`config.mk`:
```
export PLATFORM = sky130hd
export DESIGN_NAME = cbf_ctrl
export DESIGN_NICKNAME = d
export VERILOG_FILES = /design/src/rtl/cbf_pkg.sv /design/src/rtl/cbf_ctrl.sv
export SDC_FILE = /design/constraint.sdc
export NUM_CORES = 1
export LEC_CHECK = 0
export ABC_AREA = 1
export BUFFER_PORTS_ARGS = -buffer_cell sky130_fd_sc_hd__buf_2
export CAP_MARGIN = 25
export CORE_MARGIN = 5
export CORE_UTILIZATION = 45
export DETAILED_ROUTE_END_ITERATION = 8
export GPL_ROUTABILITY_DRIVEN = 0
export PLACE_DENSITY = 0.76
export SLEW_MARGIN = 20
export SYNTH_ARGS = -nofsm -noshare
export SYNTH_HDL_FRONTEND = slang
export SYNTH_SLANG_ARGS = --single-unit
```
`constraint.sdc`:
```
create_clock -name clk_i -period 3.8 [get_ports clk_i]
set_clock_uncertainty 0.2 [all_clocks]
set_input_delay 0.19 -clock clk_i [delete_from_list [all_inputs] [get_ports clk_i]]
set_output_delay 0.19 -clock clk_i [all_outputs]
set_load 0.01 [all_outputs]
```
`src/rtl/cbf_pkg.sv`:
```
`default_nettype none
// ----------------------------------------------------------------------------
// cbf_pkg: shared types and constants of the counting Bloom filter engine
// Sizes, operation and register codes, payload structs, command/status bundles.
// ----------------------------------------------------------------------------
package cbf_pkg;

  localparam int unsigned COUNTER_DEPTH = 65536;
  localparam int unsigned MAX_HASHES    = 10;
  localparam int unsigned COUNTER_BITS  = 8;

  localparam int unsigned ADDR_W  = $clog2(COUNTER_DEPTH);
  localparam int unsigned SIZE_W  = ADDR_W + 1;
  localparam int unsigned K_W     = (MAX_HASHES > 1) ? $clog2(MAX_HASHES) : 1;
  localparam int unsigned HASH_W  = 32;
  localparam int unsigned CHAR_W  = 8;
  localparam int unsigned OP_W    = 2;
  localparam int unsigned FS_W    = 17;
  localparam int unsigned HC_W    = 4;
  localparam int unsigned CFG_W   = 17;
  localparam int unsigned CFG_IDX_W = 2;

  // remainder unit: 64-bit dividend, four quotient bits per cycle
  localparam int unsigned DIVD_W    = 64;
  localparam int unsigned MOD_STEP  = 4;
  localparam int unsigned MOD_CYC   = DIVD_W / MOD_STEP;
  localparam int unsigned MOD_CNT_W = $clog2(MOD_CYC);

  localparam logic [OP_W-1:0] OP_INSERT = 2'd0;
  localparam logic [OP_W-1:0] OP_LOOKUP = 2'd1;
  localparam logic [OP_W-1:0] OP_REMOVE = 2'd2;

  localparam logic [CFG_IDX_W-1:0] CFG_FILTER_SIZE = 2'd0;
  localparam logic [CFG_IDX_W-1:0] CFG_HASH_COUNT  = 2'd1;

  typedef struct packed {
    logic [OP_W-1:0]          operation;
    logic signed [CHAR_W-1:0] key_char;
    logic                     char_valid;
    logic                     key_last;
  } in_item_t;

  typedef struct packed {
    logic [OP_W-1:0] done_operation;
    logic            present;
  } out_item_t;

  typedef struct packed {
    logic                     absorb;
    logic signed [CHAR_W-1:0] key_char;
    logic                     hash_clear;
    logic                     clr_wr;
    logic                     mod_start;
    logic [SIZE_W-1:0]        modulus;
    logic [K_W-1:0]           k;
    logic                     rd_mod;
    logic                     rd_idx;
    logic                     chk;
    logic                     pres_set;
    logic                     upd_wr;
    logic                     upd_inc;
  } cbf_cmd_t;

  typedef struct packed {
    logic clr_last;
    logic mod_done;
    logic present;
    logic hit;
  } cbf_status_t;

endpackage
`default_nettype wire

```
`src/rtl/cbf_ctrl.sv`:
```
`default_nettype none
// ----------------------------------------------------------------------------
// cbf_ctrl: controller of the counting Bloom filter engine
// Sequences clearing, key absorption, the check pass and the update pass;
// holds the configuration registers and the output register.
// ----------------------------------------------------------------------------
module cbf_ctrl (
  input  wire logic                          clk_i,
  input  wire logic                          rst_ni,
  input  wire logic                          in_valid_i,
  output logic                               in_stall_o,
  input  wire cbf_pkg::in_item_t             in_data_i,
  output logic                               out_valid_o,
  input  wire logic                          out_stall_i,
  output cbf_pkg::out_item_t                 out_data_o,
  input  wire logic                          cfg_we_i,
  input  wire logic [cbf_pkg::CFG_IDX_W-1:0] cfg_idx_i,
  input  wire logic [cbf_pkg::CFG_W-1:0]     cfg_data_i,
  output cbf_pkg::cbf_cmd_t                  cmd_o,
  input  wire cbf_pkg::cbf_status_t          st_i
);
  import cbf_pkg::*;

  typedef enum logic [2:0] {
    S_CLEAR, S_IDLE, S_P1_START, S_P1_WAIT, S_P1_CHK, S_P2_RD, S_P2_WR, S_OUT
  } state_e;

  state_e            state_q;
  logic [FS_W-1:0]   fsize_q;
  logic [HC_W-1:0]   hcount_q;
  logic [OP_W-1:0]   op_q;
  logic [K_W-1:0]    k_q;
  logic              out_valid_q;
  out_item_t         out_q;
  logic [HC_W-1:0]   n_eff;
  logic [SIZE_W-1:0] modulus;
  logic              in_acc, k_last, out_free, do_update;

  assign n_eff = (hcount_q > HC_W'(MAX_HASHES)) ? HC_W'(MAX_HASHES) : hcount_q;
  assign modulus = (fsize_q == '0) ? SIZE_W'(1) :
                   (32'(fsize_q) > 32'(COUNTER_DEPTH)) ? SIZE_W'(COUNTER_DEPTH) :
                   SIZE_W'(fsize_q);
  assign k_last    = (HC_W'(k_q) == n_eff - 1'b1);
  assign in_stall_o = (state_q != S_IDLE);
  assign in_acc    = in_valid_i && !in_stall_o;
  assign out_free  = !out_valid_q || !out_stall_i;
  assign do_update = (op_q == OP_INSERT) || ((op_q == OP_REMOVE) && st_i.hit);

  always_comb begin
    cmd_o          = '0;
    cmd_o.key_char = in_data_i.key_char;
    cmd_o.modulus  = modulus;
    cmd_o.k        = k_q;
    cmd_o.upd_inc  = (op_q == OP_INSERT);
    unique case (state_q)
      S_CLEAR:    cmd_o.clr_wr = 1'b1;
      S_IDLE: begin
        cmd_o.absorb   = in_acc && in_data_i.char_valid;
        cmd_o.pres_set = in_acc && in_data_i.key_last;
      end
      S_P1_START: cmd_o.mod_start = 1'b1;
      S_P1_WAIT:  cmd_o.rd_mod = st_i.mod_done;
      S_P1_CHK:   cmd_o.chk = 1'b1;
      S_P2_RD:    cmd_o.rd_idx = 1'b1;
      S_P2_WR:    cmd_o.upd_wr = 1'b1;
      S_OUT:      cmd_o.hash_clear = 1'b1;
      default:    cmd_o.hash_clear = 1'b0;
    endcase
  end

  always_ff @(posedge clk_i or negedge rst_ni) begin
    if (!rst_ni) begin
      state_q     <= S_CLEAR;
      fsize_q     <= FS_W'(COUNTER_DEPTH);
      hcount_q    <= HC_W'(MAX_HASHES);
      op_q        <= OP_INSERT;
      k_q         <= '0;
      out_valid_q <= 1'b0;
      out_q       <= '0;
    end else begin
      if (cfg_we_i) begin
        unique case (cfg_idx_i)
          CFG_FILTER_SIZE: fsize_q  <= cfg_data_i[FS_W-1:0];
          CFG_HASH_COUNT:  hcount_q <= cfg_data_i[HC_W-1:0];
          default:         ;
        endcase
      end
      if (out_valid_q && !out_stall_i && (state_q != S_OUT)) out_valid_q <= 1'b0;

      unique case (state_q)
        S_CLEAR: if (st_i.clr_last) state_q <= S_IDLE;
        S_IDLE: begin
          if (in_acc && in_data_i.key_last) begin
            op_q    <= in_data_i.operation;
            k_q     <= '0;
            state_q <= (n_eff == '0) ? S_OUT : S_P1_START;
          end
        end
        S_P1_START: state_q <= S_P1_WAIT;
        S_P1_WAIT:  if (st_i.mod_done) state_q <= S_P1_CHK;
        S_P1_CHK: begin
          if (!k_last) begin
            k_q     <= k_q + 1'b1;
            state_q <= S_P1_START;
          end else if (do_update) begin
            k_q     <= '0;
            state_q <= S_P2_RD;
          end else begin
            state_q <= S_OUT;
          end
        end
        S_P2_RD: state_q <= S_P2_WR;
        S_P2_WR: begin
          if (k_last) begin
            state_q <= S_OUT;
          end else begin
            k_q     <= k_q + 1'b1;
            state_q <= S_P2_RD;
          end
        end
        S_OUT: begin
          if (out_free) begin
            out_valid_q          <= 1'b1;
            out_q.done_operation <= op_q;
            out_q.present        <= st_i.present;
            state_q              <= S_IDLE;
          end
        end
        default: state_q <= S_IDLE;
      endcase
    end
  end

  assign out_valid_o = out_valid_q;
  assign out_data_o  = out_q;

endmodule
`default_nettype wire

```
* Word level (Yosys, flattened, before mapping)
Index checks and enable logic that the tools add are counted.
** Cells by class
- $add $sub $neg :: 2
- Order comparisons :: 2
- Equality and inequality tests :: 18
- Muxes and demuxes :: 29
- Reduce and logical (&&, ||, !) cells :: 23
** Operators by type and width (count)
- 17-bit 2-to-1 mux :: 2
- 3-bit one-hot mux with 8 select lines :: 1
- 4-bit 2-to-1 mux :: 5
- 3-bit 2-to-1 mux :: 6
- 17-bit greater-than comparator, second input constant :: 1
- 17-bit logical NOT :: 1
- 3-bit == test, second input constant :: 4
- 1-bit 2-to-1 mux :: 12
- 4-bit one-hot mux with 3 select lines :: 1
- 2-bit inequality test, second input constant :: 5
- 2-bit AND reduction :: 4
- 4-bit AND reduction :: 2
- 3-bit by 2-bit == test with 1-bit output, second input constant :: 2
- 1-bit logical AND :: 6
- 3-bit inequality test, second input constant :: 2
- 4-bit by 1-bit adder with 4-bit output, second input constant :: 1
- 4-bit == test :: 1
- 4-bit greater-than comparator, second input constant :: 1
- 2-bit logical NOT :: 2
- 4-bit logical NOT :: 1
- 2-bit 2-to-1 mux :: 2
- 4-bit by 1-bit subtractor with 4-bit output, second input constant :: 1
- 3-bit by 1-bit == test with 1-bit output, second input constant :: 1
- 1-bit logical NOT :: 3
- other kinds (6) :: 7
** Word-level totals
- Register bits after elaboration :: 34
- Word-level logic and storage cells :: 82

* Depth between registers and ports, before layout
Gate-level depths: netlist of the first run.
- Word-level depth :: 6
- Mapped depth :: 13

* Worst setup path before layout of the first run
No wires, ideal clock.
- Kind :: flip-flop to output port
- Start :: reg fsize_q[0]
- End :: out cmd_o[16] (netlist name)
- Arrival time :: 1390 ps
- Required time :: 3410 ps
- Path slack :: 2020 ps
- Stages on the path, launching flop included :: 7
- Path buffers :: 2
- Cells stage by stage :: dfrtp_1 nor4_1 nand4_1 and2_1 clkbuf_1 buf_2 nor2_1
** RTL lines
- start, declared :: RTL line cbf_ctrl.sv:29 : logic [FS_W-1:0] fsize_q;
- start signal, assigned :: RTL line cbf_ctrl.sv:74 : fsize_q <= FS_W'(COUNTER_DEPTH);
- start signal, assigned :: RTL line cbf_ctrl.sv:83 : CFG_FILTER_SIZE: fsize_q <= cfg_data_i[FS_W-1:0];
- end, declared :: RTL line cbf_ctrl.sv:19 : output cbf_pkg::cbf_cmd_t cmd_o,

==> flow_summary.ini, run 1 <==
[floorplanning]
fp.dieH_um = 76.9
ioPinCount = 84
die_w_um = 76.9
num_rows = 24
core-area_mm2 = 0.00435
die_area_mm2 = 0.00591
start_util_pct = 46.3

[clocking]
post_cts_buffers = 0
htree_levels = 2
clkTransAtPathRegs_ns = 0.08
cts_sinks = 34
clk_latency_ns = 0.28
cts_buffers = 5
cts_tree = built
clk_path_buf_depth = 2
root_buffer = clkbuf_8

[synth]
yosys-top-cells-area = dfrtp_1 39%, nand2_1 13%, inv_1 7.6%
syn-instance-count = 279
synth_commonest_cells = 68 x nand2_1, 41 x inv_1, 34 x nor2_1, 31 x dfrtp_1
ys.flop_type = dfrtp_1
async_reset_ff_share_pct = 100
ys_ff_latch = 34
synth-edff-count = 0
seq_area_frac_synth_pct = 42.4
mappedNetlistArea_mm2 = 0.00201
syn-mean-instance-area_um2 = 7.22
yosysMostFrequentCell = nand2_1
synth_top_area_share_pct = 38.5
synth_cell_type_count = 28
synth_area_leader_cell = dfrtp_1
yosys_warnings = 0
syn-num-nets = 320

[final_layout]
syn2layout_area_growth_pct = 31.2
multi_input_comb_area_um2 = 907
antenna_cells = 0
fillers = 395
final_nets = 402
drive_gt1_share_pct = 27.6
ff_latch_area_um2 = 855

[worst_setup_path]
worstPathRequired_ns = 3.41
crit_path_max_incr_delay_ns = 0.41
cp-end-kind = primary output
crit_type = flop to primary output
cp_slowest_cell = dfrtp_1
startpoint_type = flop
path_cells = nor4_1 -> nand4_1 -> and2_1 -> nor2_1 -> buf_2
cp_max_fo = 15
cp.arrival_ns = 1.97

[pwr]
totalPowerFinal_mw = 1.42
powerDensity_mw_per_mm2 = 538
power_leakage_nw = 1.49
ir_drop_mv = 0.335

[timing]
fin_crit_ns = 2.36
worst_pin_slew_ns = 0.918
fin_crit_sh_pct = 62.0
fin_setup_tns_ns = 0
max_slew_margin_pct = 38.6
fin_ws_ns = 1.44
setup_viol = 0
fin_hold_ws_ns = 0.0178
max_freq_mhz = 425
hold_viol_final = 0
drv_slew = 0
rsz0062_at_grt = false

[global_route]
grt_overflow = 0
grt_antenna_before_repair = 0
grt_start_max_net_pins = 35
track_usage_pct = 17.0
grt_first_pass_wirelength_mm = 8.29
grt_pass1_vias = 1839

[routing]
routedWlPerCell_um = 11.8
drt_iter0_drc = 81
ant_nets = 0
via_count = 1974
drc = 0
via_per_inst = 4.77
drtPass1Iterations = 4
wl_mm = 4.87

[place]
portBuffers = 67
place_hpwl_mm = 3.49
pre_cts_slack_ns = 1.79

[flow_run]
cap_viol_max_count = 0

[worst_hold_path]
hold_path_class = input port to flop

[run_status]
status = finished clean
placed cells by master, fill, tap and decap left out, drive strengths merged:
master,instances
dfrtp,31
nor2,42
dfstp,3
nand4,4
nand3b,2
inv,45
nor4,5
and3,1
and2,1
nand2,70
nand3,20
dlygate4sd3,22
a21o,1
buf,67
nor3,5
or2,1
ha,1
o21ai,15
a21oi,14
xor2,2
mux2,2
clkbuf,7
clkinv,1
critical path: cells and delay by family (launching register included):
| family | cells | cell delay (ns) |
|---|---|---|
| and+or+nand+nor | 4 | 1.10 |
| DFF | 1 | 0.41 |
| buffers and inverters | 1 | 0.16 |
sequential cells by signal (all words and copies together), names as in the netlist:
name / count
state_q: 3
hcount_q: 4
fsize_q: 17
out_valid_o: 1
op_q: 2
out_data_o: 3
k_q: 4
layer usage:
layer | vias up | track usage (%) | share of wire [%]
li1 | 1032 | - | -
met1 | 896 | 20.6 | 43
met2 | 39 | 29.3 | 50
met3 | 7 | 4.57 | 5.6
met4 | 0 | 5.07 | 1.2
met5 | - | 0 | 0
final timing paths:
check,start,end,slack [ns],cells after the start
max,fsize_q[0],cmd_o[22],1.44,5
min,st_i[3],state_q[0],0.02,5
max reg2reg,hcount_q[2],k_q[1],1.88,10
min reg2reg,out_data_o[1],out_data_o[1],0.30,2
max in group asynchronous,rst_ni,fsize_q[8],2.60,2
min in group asynchronous,rst_ni,state_q[2],0.32,2
stage by stage:
step / cells / utilization, % / instance area (um2)
2_1_floorplan: 279 / - / 2010
3_3_place_gp: 384 / 53.5 / 2330
3_5_place_dp: 384 / 53.5 / 2330
4_1_cts: 414 / 60.7 / 2640
5_1_grt: 414 / 60.7 / 2640
6_report: 414 / 60.7 / 2640
kinds of logic after synthesis:
group / Yosys count / synth area share [%]
buffers and inverters: 59 / 12.5
flip-flops: 34 / 42.4
adder cells (fa/ha/maj): 1 / 0.621
multiplexers: 2 / 1.12
AO/OA/AOI/OAI: 30 / 7.58
XOR/XNOR: 2 / 0.870
AND/OR/NAND/NOR: 151 / 34.8
power breakdown:
group | internal, mW | switching (mW) | total [mW]
combinational | 0.240 | 0.377 | 0.617
clock | 0.146 | 0.129 | 0.275
sequential | 0.453 | 0.0766 | 0.530
total | 0.839 | 0.583 | 1.42
cell type report:
cell class,instances,share of cell area [%]
multi-input combinational,186,34.3
sequential,34,32.3
timing repair buffer,89,21.0
inverter,45,6.39
clock buffer,7,3.27
tap,52,2.46
clock inverter,1,0.189
timing repair:
action                                  4_1_cts  5_1_grt
endpoints found under the setup margin        0        0
hold buffers                                 22        0
endpoints found under the hold margin        53        0
resized for setup                             0        0
(Power assumes the default switching activity.)
==> run 2, diff against run 1 <==
Settings changed: ABC_AREA 1 to 0, PLACE_DENSITY 0.76 to 0.77.
Clock period 3.8 ns to 2.35 ns, I/O delays scaled along.
==> run 2 against run 1 <==
  * Sequential power grew 71%
  * Synthesized area shrank 6.6%
  * Count of clock-buffer cells in the layout grew 1
  * Global-route usage is essentially flat
  * Final cell count shrank 21%
  * Sequential share of layout area grew 1.0 points
  * Critical path type is now flop to flop
==> flow_summary.ini, run 2 <==
[worst_setup_path]
critical-path-top-delay-family = compound AO/OA/AOI/OAI gates
path_cells = buf_4 -> nor4_1 -> o21ai_0 -> a311o_1 -> o31a_1 -> a221oi_2
cp.depth = 6
cp.arrival_ns = 2.25
cp-end-kind = flop
cp_max_fo = 6
r2r_end = state_q[2]
crit_type = flop to flop
critPathBufInv = 1
cp_slowest_cell = nor4_1
startpoint_type = flop
worstPathRequired_ns = 2.33
rr_startpoint = hcount_q[3]
r2r_cells = 6
r2r_slack_ns = 0.09
crit_path_max_incr_delay_ns = 0.41

[timing]
fin_crit_sh_pct = 96.4
fin_crit_ns = 2.26
setup_viol = 0
worst_pin_slew_ns = 0.731
drv_slew = 0
hold_viol_final = 0
max_freq_mhz = 442
fin_ws_ns = 0.0856
max_slew_margin_pct = 51.2
fin_setup_tns_ns = 0
rsz0062_at_grt = false

[clocking]
clk_path_buf_depth = 2
post_cts_buffers = 0
cts_sinks = 34
cts_tree = built
clkTransAtPathRegs_ns = 0.06
clk_latency_ns = 0.27
cts_buffers = 5
htree_levels = 2
root_buffer = clkbuf_8

[routing]
drt_iter0_drc = 123
wl_mm = 4.57
routedWlPerCell_um = 14.0
via_count = 1657
drtPass1Iterations = 4
ant_nets = 0
drc = 0
via_per_inst = 5.08

[place]
portBuffers = 67
pre_cts_slack_ns = 0.0709
place_hpwl_mm = 3.13
placed_cell_area_mm2 = 0.00224

[final_layout]
multi_input_comb_area_um2 = 905
largest_reg_flops = 17
final_cell_mix = 67 x buf_2, 31 x dfrtp_1, 24 x dlygate4sd3_1
final_nets = 316
ff_latch_area_um2 = 855
final_util_pct = 63.5
syn2layout_area_growth_pct = 36.1
top_register = fsize_q
final_common_cell = buf_2
fillers = 347
fin_area_mm2 = 0.00256
top_regs = fsize_q x17, hcount_q x4, k_q x4
antenna_cells = 0
drive_gt1_share_pct = 39.5

[global_route]
grt_antenna_before_repair = 0
grt_overflow = 0
grt_first_pass_wirelength_mm = 7.24
grt_pass1_vias = 1564
grt_start_max_net_pins = 35
track_usage_pct = 17.0

[synth]
ys_ff_latch = 34
syn-instance-count = 187
synth_top_area_share_pct = 41.3
mappedNetlistArea_mm2 = 0.00188
synth_commonest_cells = 31 x dfrtp_1, 23 x mux2_2, 16 x and2_1, 16 x nand2_1, 10 x nor2_1
synth_cell_type_count = 38
yosys-top-cells-area = dfrtp_1 41%, mux2_2 14%, and2_1 5.3%
yosysMostFrequentCell = dfrtp_1
syn-num-nets = 228
synth-edff-count = 0
seq_area_frac_synth_pct = 45.4
synth_area_leader_cell = dfrtp_1
yosys_warnings = 0
ys.flop_type = dfrtp_1
async_reset_ff_share_pct = 100
syn-mean-instance-area_um2 = 10.1

[pwr]
powerDensity_mw_per_mm2 = 934
power_leakage_nw = 1.21
totalPowerFinal_mw = 2.39
ir_drop_mv = 0.641

[floorplanning]
ioPinCount = 84
die_w_um = 74.6
fp.dieH_um = 74.6
core-area_mm2 = 0.00403
start_util_pct = 46.7
num_rows = 23
die_area_mm2 = 0.00557

[worst_hold_path]
hp-start = in_data_i[3]
holdPathStages = 0
hold_path_class = input port to primary output
hold_end = cmd_o[31]

[flow_run]
cap_viol_max_count = 0

[run_status]
status = finished clean
-- run 2: cell families (layout without fill, tap and decap cells) --
group	count (synthesis)	in the layout	share of synthesized area, %
fa+ha+maj	1	1	0.665
mux	26	26	15.4
compound gates	26	26	9.78
flops	34	34	45.4
buf+inv	24	113	6.85
simple gates	74	74	21.0
xor+xnor	2	2	0.932
-- run 2: stage by stage --
step / instances / hold WS [ns]
floorplan: 187 / -0.378
global placement: 294 / 0.0256
finish: 326 / 0.0350
global route: 326 / 0.0350
CTS: 326 / 0.0351
detailed placement: 294 / 0.0298
-- run 2: timing repair --
item                                    4_1_cts  5_1_grt
endpoints found under the setup margin        0       17
hold buffers                                 24        0
gates resized for setup                       0        1
endpoints found under the hold margin        59        0
-- run 2: final cells by class --
type	count	share of cell area, %
multi-input combinational	129	35.3
sequential	34	33.4
timing repair buffer	99	24.8
clock buffer	8	3.13
tap	50	2.44
inverter	6	0.880
-- run 2: power breakdown --
part	switching (mW)	total (mW)	leakage, nW	internal, mW
clock network	0.193	0.404	0.0395	0.210
logic	0.566	1.08	0.762	0.518
registers	0.136	0.904	0.408	0.768
-- run 2: worst max-delay path by stage --
stage	startpoint	end	slack [ns]
finish	hcount_q[3]	state_q[2]	0.09
floorplan	hcount_q[3]	state_q[2]	0.007
CTS	hcount_q[1]	state_q[2]	0.06
detailed placement	hcount_q[1]	state_q[2]	0.07
global placement	hcount_q[1]	state_q[2]	0.12
global route	hcount_q[1]	state_q[2]	0.003
-- run 2: routing by layer --
layer | GRT usage [%] | wire length (um)
met1 | 21.4 | 1930
met2 | 27.6 | 2260
met5 | 0 | 0
met4 | 8.50 | 125
met3 | 3.87 | 251
==> run 3, diff against run 2 <==
Settings changed: CORE_UTILIZATION 45 to 42, PLACE_DENSITY 0.77 to 0.75.
Clock period 2.35 ns to 1.95 ns, I/O delays scaled along.
==> run 3 against run 2 <==
  * Largest power group unchanged
  * Critical endpoint unchanged
  * Count of clock-buffer cells in the layout decreased by 2
  * The run now ends with setup timing left
  * Hold slack better by 0.055 ns
  * Register-to-register slack got worse by 0.41 ns
==> flow_summary.ini, run 3 (synthesis results as in run 2) <==
[floorplanning]
ioPinCount = 84
core-area_mm2 = 0.00435
num_rows = 24
start_util_pct = 43.2
die_w_um = 76.9
die_area_mm2 = 0.00592
fp.dieH_um = 76.9

[flow_run]
cap_viol_max_count = 0

[worst_setup_path]
r2r_slack_ns = -0.32
startpoint_type = flop
cp_max_fo = 5
crit_type = flop to flop
worstPathRequired_ns = 1.94
r2r_cells = 5
cp-end-kind = flop
r2r_end = state_q[2]
rr_startpoint = hcount_q[2]
cp.arrival_ns = 2.26

[worst_hold_path]
hp-start = st_i[0]
hold_end = state_q[1]
holdPathStages = 4
hold_path_class = input port to flop

[timing]
rsz0062_at_grt = true
fin_crit_ns = 2.27
fin_ws_ns = -0.322
hold_viol_final = 0
max_slew_margin_pct = 50.0
max_freq_mhz = 440
drv_slew = 0
worst_pin_slew_ns = 0.750
fin_crit_sh_pct = 116
setup_viol = 23

[routing]
wl_mm = 5.63
ant_nets = 0
via_per_inst = 5.20
drc = 0
via_count = 1820
drtPass1Iterations = 4
routedWlPerCell_um = 16.1
drt_iter0_drc = 79

[clocking]
htree_levels = 2
cts_tree = built
cts_buffers = 5
cts_sinks = 34
clk_path_buf_depth = 2
clkTransAtPathRegs_ns = 0.07
root_buffer = clkbuf_8
clk_latency_ns = 0.29

[final_layout]
fillers = 340
final_common_cell = buf_2
multi_input_comb_area_mm2 = 0.00103
final_nets = 338
top_regs = fsize_q x17, hcount_q x4, k_q x4
largest_reg_flops = 17
fin_area_mm2 = 0.00296
syn2layout_area_growth_pct = 57.4
top_register = fsize_q
antenna_cells = 0
final_cell_mix = 53 x buf_2, 32 x dlygate4sd3_1, 31 x dfrtp_1
drive_gt1_share_pct = 49.7
final_cells = 350
ff_latch_area_um2 = 855

[place]
pre_cts_slack_ns = -0.296
placed_cells = 304
place_hpwl_mm = 3.30
portBuffers = 67
placed_cell_area_mm2 = 0.00230

[global_route]
grt_overflow = 0
track_usage_pct = 17.4
grt_pass1_vias = 1785
grt_antenna_before_repair = 0
grt_first_pass_wirelength_mm = 8.47
grt_start_max_net_pins = 35

[pwr]
powerDensity_mw_per_mm2 = 1100
ir_drop_mv = 0.662
pwr-share-comb_pct = 50.5
clkPwrFrac_pct = 15.5
power.switching_mw = 1.23
p_int_mw = 2.02
totalPowerFinal_mw = 3.26
power_leakage_nw = 1.37
sw_frac_of_total_pct = 37.9
seqPwrFrac_pct = 34.0

[run_status]
violations = setup timing
status = complete, but fails checks
-- run 3: cell types whose count changed in the layout (fill, tap and decap cells not counted), sizes merged --
cell | previous run | this run
buf | 75 | 88
dlygate4sd3 | 24 | 32
clkbuf | 8 | 6
clkinv | 0 | 2
nand2 | 16 | 17
-- run 3: area by class of cell --
class	instances	share of cell area [%]
clock buffer	6	2.45
clock inverter	2	0.338
inverter	6	0.761
multi-input combinational	130	34.8
sequential	34	28.9
tap	52	2.20
timing repair buffer	120	30.6
-- run 3: critical path, stage by stage (launching register included) --
cell and delay [ns]:
dfrtp_1 0.39, o21a_1 0.18, or4_1 0.47, a311o_1 0.40
o31a_1 0.29, a221oi_2 0.24
-- run 3: power by group through the flow --
stage / logic [mW] / registers [mW] / clock network (mW)
6_report: 1.64 / 1.11 / 0.506
5_1_grt: 1.79 / 1.13 / 0.540
4_1_cts: 1.49 / 1.08 / 0.510
3_5_place_dp: 1.36 / 1.08 / 0
3_3_place_gp: 1.34 / 1.07 / 0
2_1_floorplan: 0.817 / 1.12 / 0
-- run 3: worst max-delay path by stage --
stage	start	end	slack, ns	cells past startpoint
global route	hcount_q[2]	state_q[2]	-0.38	5
finish	hcount_q[2]	state_q[2]	-0.32	5
global placement	hcount_q[1]	state_q[2]	-0.23	5
CTS	hcount_q[2]	state_q[2]	-0.32	5
floorplan	hcount_q[3]	state_q[2]	-0.31	7
detailed placement	hcount_q[2]	state_q[2]	-0.30	5
-- run 3: repair_timing --
action,CTS,global route
buffers inserted,2,3
hold buffers,32,0
pin swaps,17,6
resized for setup,14,32
cloned,1,0
endpoints found under the hold margin,67,0
setup endpoints to repair,22,24
-- run 3: per-layer routing --
metal / up-vias / track usage [%] / share of wire, %
li1: 871 / - / -
met1: 877 / 19.8 / 39
met2: 59 / 31.0 / 54
met3: 13 / 3.75 / 4.6
met4: 0 / 7.87 / 2.9
met5: - / 0 / 0
-- run 3: metrics by stage --
stage               setup TNS [ns]  hold slack [ns]  utilization, %
floorplan                    -1.34           -0.398               -
global placement             -1.05         -0.00493            52.8
detailed placement           -1.51         -0.00493            52.8
CTS                          -1.99           0.0790            64.1
global route                 -4.34           0.0955            68.0
finish                       -2.84           0.0897            68.0
